<file path="src/positional_insert_delete_array_core_assert.svh">
// Assertion macros shared by the core. Each clocks on clk_i and is disabled in reset.
`ifndef POSITIONAL_INSERT_DELETE_ARRAY_CORE_ASSERT_SVH
`define POSITIONAL_INSERT_DELETE_ARRAY_CORE_ASSERT_SVH

`ifndef SYNTHESIS
`define PIDA_ASSERT_SAME(lbl, ante, cons, msg) \
  lbl: assert property (@(posedge clk_i) disable iff (!rst_ni) (ante) |-> (cons)) \
    else $error(msg);
`define PIDA_ASSERT_NEXT(lbl, ante, cons, msg) \
  lbl: assert property (@(posedge clk_i) disable iff (!rst_ni) (ante) |=> (cons)) \
    else $error(msg);
`else
`define PIDA_ASSERT_SAME(lbl, ante, cons, msg)
`define PIDA_ASSERT_NEXT(lbl, ante, cons, msg)
`endif

`endif

</file>
<file path="src/pida_pkg.sv">
`default_nettype none

package pida_pkg;

  localparam int DATA_W        = 32;
  localparam int POS_W         = 8;
  localparam int DEPTH_DEFAULT = 128;

  typedef enum logic [1:0] {
    FUNC_CLEAR  = 2'd0,
    FUNC_INSERT = 2'd1,
    FUNC_DELETE = 2'd2,
    FUNC_READ   = 2'd3
  } func_e;

  typedef enum logic [1:0] {
    STATUS_OK    = 2'd0,
    STATUS_FULL  = 2'd1,
    STATUS_RANGE = 2'd2
  } status_e;

  typedef enum logic {
    ST_IDLE,
    ST_COLLECT
  } state_e;

  typedef struct packed {
    func_e                     func;
    logic [POS_W-1:0]          position;
    logic signed [DATA_W-1:0]  value;
  } req_t;

  typedef struct packed {
    logic signed [DATA_W-1:0]  read_value;
    logic [7:0]                element_count;
    status_e                   status;
  } rsp_t;

  // Broadcast to every cell of the row.
  typedef struct packed {
    logic                      ins;
    logic                      del;
    logic                      cap;
    logic                      shift;
    logic [POS_W-1:0]          position;
    logic signed [DATA_W-1:0]  value;
  } cell_ctrl_t;

endpackage

`default_nettype wire

</file>
<file path="src/pida_cell.sv">
`default_nettype none

module pida_cell import pida_pkg::*; #(
  parameter int DEPTH = DEPTH_DEFAULT,
  parameter int INDEX = 0
) (
  input  logic                     clk_i,
  input  cell_ctrl_t               ctrl_i,
  input  logic signed [DATA_W-1:0] left_i,
  input  logic signed [DATA_W-1:0] right_i,
  input  logic signed [DATA_W-1:0] coll_right_i,
  output logic signed [DATA_W-1:0] elem_o,
  output logic signed [DATA_W-1:0] coll_o
);

  localparam int IDX_W = $clog2(DEPTH);
  localparam int CW    = (IDX_W > POS_W) ? IDX_W : POS_W;
  localparam logic [CW-1:0] IdxC = CW'(INDEX);

  logic signed [DATA_W-1:0] elem_d, elem_q;
  logic signed [DATA_W-1:0] coll_d, coll_q;
  logic [CW-1:0]            pos_ext;
  logic                     hit, above;

  assign pos_ext = CW'(ctrl_i.position);
  assign hit     = (IdxC == pos_ext);
  assign above   = (IdxC > pos_ext);

  always_comb begin
    elem_d = elem_q;
    if (ctrl_i.ins && hit) begin
      elem_d = ctrl_i.value;
    end else if (ctrl_i.ins && above) begin
      elem_d = left_i;
    end else if (ctrl_i.del && (hit || above)) begin
      elem_d = right_i;
    end
  end

  // Capture the target beat, then walk it toward cell zero.
  always_comb begin
    coll_d = coll_q;
    if (ctrl_i.cap) begin
      coll_d = hit ? elem_q : '0;
    end else if (ctrl_i.shift) begin
      coll_d = coll_right_i;
    end
  end

  always_ff @(posedge clk_i) begin
    elem_q <= elem_d;
    coll_q <= coll_d;
  end

  assign elem_o = elem_q;
  assign coll_o = coll_q;

endmodule

`default_nettype wire

</file>
<file path="config.mk">
export PLATFORM = sky130hd
export DESIGN_NAME = pida_cell
export DESIGN_NICKNAME = d
export VERILOG_FILES = /design/src/positional_insert_delete_array_core_assert.svh /design/src/pida_pkg.sv /design/src/pida_cell.sv
export SDC_FILE = /design/constraint.sdc
export NUM_CORES = 1
export LEC_CHECK = 0
export ABC_AREA = 0
export BUFFER_PORTS_ARGS = -buffer_cell sky130_fd_sc_hd__clkbuf_2
export CAP_MARGIN = 20
export CORE_ASPECT_RATIO = 2
export CORE_MARGIN = 3
export CORE_UTILIZATION = 37
export DETAILED_ROUTE_END_ITERATION = 8
export HOLD_SLACK_MARGIN = 0.08
export PLACE_DENSITY = 0.81
export SLEW_MARGIN = 5
export SYNTH_ARGS = -nofsm -noshare
export SYNTH_HDL_FRONTEND = slang
export SYNTH_SLANG_ARGS = --single-unit
</file>
<file path="constraint.sdc">
create_clock -name clk_i -period 2.57 [get_ports clk_i]
set_clock_uncertainty 0.05 [all_clocks]
set_input_delay 0.1285 -clock clk_i [delete_from_list [all_inputs] [get_ports clk_i]]
set_output_delay 0.1285 -clock clk_i [all_outputs]
set_load 0.05 [all_outputs]
</file>
# Word level (Yosys, flattened, before mapping)
# Cells that the tools add are included.
# totals
out_inout_bits	64
regBits	64
word_cells	16
inputBits	141
# op_classes
magnitude_cmp	1
n_mux	6
reduce_logical	7
# ops
operator	count
2-to-1 mux 32 bit	6
> comparator 1 x 8 -> 1 bit, first input constant	1
zero test 8 bit	1
logical AND 1 bit	3
nonzero test 3 bit	1
nonzero test 2 bit	1
logical OR 1 bit	1

# Depth between registers and ports, before layout
# logic_depth
ltp_word	6
ltp_mapped	4
depth_no_buf	3

# Least setup slack after synthesis
# Ideal clock, no wire load.
# synth_path
path_type	input to register
from	input ctrl_i[33] (netlist name)
to	register elem_q[0] (netlist: elem_o[0]), enable pin
arrival_time_ns	2.236
setup_ns	0.422
slack_ns	-0.138
t_required_ns	2.098
n_path_buf	1
cell_stages	4
path_cell_list	nor4_2 > nand2_1 > clkbuf_1 > nor2_1
# synth_via
elab_chain_len	4
word_cells_on_any_way	7
cone_classes	1 x order compare; 6 x reduce/logical
# synth_lines
item	line	text
start, declared	pida_cell.sv:8	input cell_ctrl_t ctrl_i,
> comparator 1 x 8 -> 1 bit / zero test 8 bit (equally long branches)	pida_cell.sv:27, pida_cell.sv:26	
logical OR 1 bit	pida_cell.sv:35	end else if (ctrl_i.del && (hit || above)) begin
logical AND 1 bit	pida_cell.sv:35	
nonzero test 3 bit (no source line) (*)	-	
end signal, assigned	pida_cell.sv:51	elem_q <= elem_d;
end, declared	pida_cell.sv:20	logic signed [DATA_W-1:0] elem_d, elem_q;
# Every way passes the cells marked *; elsewhere a longest branch is shown, timed or not.
# A chain may end at the register's enable or synchronous reset.

# Worst setup path in the final report
# layout_path
from	input ctrl_i[33] (netlist name)
to	register elem_q[14] (netlist: elem_o[14]), data pin
# layout_via
elab_chain_len	4
word_cells_on_any_way	6
cone_classes	1 x order compare; 2 x mux; 3 x reduce/logical
# layout_lines
item	line	text
> comparator 1 x 8 -> 1 bit	pida_cell.sv:27	assign above = (IdxC > pos_ext);
logical AND 1 bit	pida_cell.sv:33	end else if (ctrl_i.ins && above) begin
2-to-1 mux 32 bit	pida_cell.sv:33	
2-to-1 mux 32 bit (*)	pida_cell.sv:31	if (ctrl_i.ins && hit) begin
named net elem_d[14]	pida_cell.sv:20	
# The timed path passes the listed nets; every way through them passes the cells marked *.

==> results.json <==
{
  "overflow": 0,
  "ys_top_cells_by_count": "edfxtp_1 (64), nand2_1 (33), inv_1 (32), o22ai_1 (32), mux2_4 (30)",
  "start_util": 0.386,
  "vias": 2501,
  "dieWidth_um": 69.2,
  "gp_congestion": 0.766,
  "worstSetupEndpointType": "flop",
  "numPortBuffers": 172,
  "viasPerCell": 4.56,
  "setup_viol": 0,
  "fin_crit_sh": 0.784,
  "h-tree-depth": 3,
  "dieArea_sq_um": 9170,
  "relSlewSlack": 0.528,
  "p_per_area_nw_per_um2": 554,
  "r2r_slack_ns": 1.67,
  "fp-row-count": 45,
  "layout-drive-gt1-share": 0.492,
  "pre_cts_ws_ns": 0.881,
  "ys_warn_count": 0,
  "numClockSinks": 64,
  "antenna_found_initial": 1,
  "syn_avg_cell_area_sq_um": 14.0,
  "grt_usage": 0.178,
  "top_usage_layer": "met2",
  "grt_max_degree": 65,
  "layout_setup_ws_ns": 0.555,
  "post-route-min-period_ns": 2.01,
  "areaGrowthSynthToFinish_pct": 61.8,
  "ant_nets": 0,
  "clk_latency_ns": 0.32,
  "cp_data_arrival_time_ns": 2.03,
  "crit_fanout": 32,
  "drc": 0,
  "rsz0062_at_grt": "no",
  "async_flop_share": 0,
  "first_global_vias": 2494,
  "use_met2": 0.322,
  "ys.flop_type": "edfxtp_1",
  "hpwl_mm": 5.89,
  "finalWirelength_mm": 8.21,
  "r2r-start": "elem_o[5]",
  "io_pins": 205,
  "synth_area_leader_cell": "edfxtp_1",
  "fill_cells": 639,
  "final_cell_area_sq_um": 4790,
  "synth_cells": 212,
  "synth_top_area_share": 0.649,
  "critPathLaunchType": "input port",
  "worstPathRequired_ns": 2.58,
  "placed_cell_area_sq_um": 3900,
  "hold_class": "in -> reg",
  "slew_violations": 0,
  "crit_path_end": "elem_o[14]",
  "coreArea_sq_um": 7660,
  "worst_slew_pin_slew_ns": 0.707,
  "synth-seq-cells": 64,
  "yosysMostFrequentCell": "edfxtp_1",
  "post_cts.repair.setup_buffers": 0,
  "numPlacedInstances": 469,
  "instances_no_fill": 548,
  "synth_edf_count": 64,
  "status": "completed",
  "hold_viol": 0,
  "power_mw": 2.65,
  "cts-root-buf": "clkbuf_16",
  "clkSlewWorstSetupHoldPaths_ns": 0.05,
  "rr_endpoint": "coll_o[5]",
  "grt_use_met1": 0.178,
  "first_iter_violations": 85,
  "wire_per_inst_um": 15.0,
  "global_route.usage.met3": 0.0418,
  "clockBufferDepth": 2,
  "max-cap-violations": 0,
  "final.setup.tns_ns": 0,
  "cts-buffers-inserted": 9,
  "reg2reg_depth": 2,
  "die_h_um": 132,
  "cts_tree": "done",
  "p_leak_nw": 2.34,
  "grt_pass1_wl_mm": 12.5,
  "ys_seq_area_frac": 0.649,
  "critPathLaunch": "ctrl_i[33]",
  "syn_nets": 353,
  "yosys-top-cells-area": "edfxtp_1 (65%), mux2_4 (15%), o22ai_1 (6.8%), nand2_1 (4.2%), inv_1 (4.1%)",
  "fmax_mhz": 496,
  "nets": 591,
  "mappedNetlistArea_sq_um": 2960,
  "path_class": "in -> reg",
  "drtPass1Iterations": 4,
  "ir_drop_uv": 317,
  "ys_types": 13
}
-- routing by layer --
layer | vias to the layer above | share of wire
li1 | 1237 | -
met1 | 1117 | 0.33
met2 | 121 | 0.56
met3 | 26 | 0.055
met4 | 0 | 0.048
met5 | - | 0
-- timing repair --
action                                 in CTS  in global routing
hold buffers                               64                  0
endpoints found under the hold margin      32                  0
gates resized for setup                     0                  0
-- where the power goes --
group          internal, mW  switching (mW)  leakage (nW)
Combinational         0.200           0.239          1.59
Sequential             1.20          0.0101         0.635
Clock                 0.634           0.375         0.120
-- placed cells by master (no fill, tap or decap), types with 2 or more instances in the layout --
cell / synthesis / routed
buf_4: 0 / 4
clkbuf_1: 9 / 3
clkbuf_16: 0 / 9
clkbuf_2: 0 / 172
dlygate4sd3_1: 0 / 64
edfxtp_1: 64 / 64
inv_1: 32 / 32
mux2_2: 2 / 2
mux2_4: 30 / 30
nand2_1: 33 / 33
nor4_2: 2 / 2
o22ai_1: 32 / 32
-- registers in the layout (all words and copies together), names as in the netlist --
register	cells
coll_o	32
elem_o	32
-- area by class of cell --
type	count	area, sq um	share of cell area
flip-flops and latches	64	1920	0.401
repair buffers	240	1530	0.320
multi-input cells	103	848	0.177
clock buffers	12	236	0.0494
inverters	32	120	0.0251
well taps	94	118	0.0246
clock inverters	2	8.76	0.00183
diodes	1	2.50	0.000523
-- worst min path at each step --
stage | cells after the start | endpoint | start | slack [ns]
after floorplan | 1 | elem_o[10] | right_i[10] | 0.30
after global placement | 2 | elem_o[3] | right_i[3] | 0.38
after detailed placement | 2 | elem_o[4] | ctrl_i[4] | 0.38
after CTS | 3 | coll_o[13] | coll_right_i[13] | 0.09
after global routing | 3 | coll_o[16] | coll_right_i[16] | 0.10
final | 3 | coll_o[18] | coll_right_i[18] | 0.10
-- kinds of logic after synthesis --
group	share of synthesized area
buffers and inverters	0.0647
AO/OA/AOI/OAI	0.0677
multiplexers	0.160
AND/OR/NAND/NOR	0.0584
flip-flops	0.649
-- through the flow --
stage	hold slack [ns]	util
2_1_floorplan	0.296	-
3_3_place_gp	0.380	0.509
3_5_place_dp	0.382	0.509
4_1_cts	0.0875	0.625
5_1_grt	0.101	0.625
6_report	0.103	0.625
-- critical path, stage by stage --
cell	delay, ns
clkbuf_2	0.10
nor4_2	0.41
nand3_2	0.13
buf_4	0.31
mux2_4	0.36
dlygate4sd3_1	0.57
Note: power is estimated with default switching activity, not from simulation.
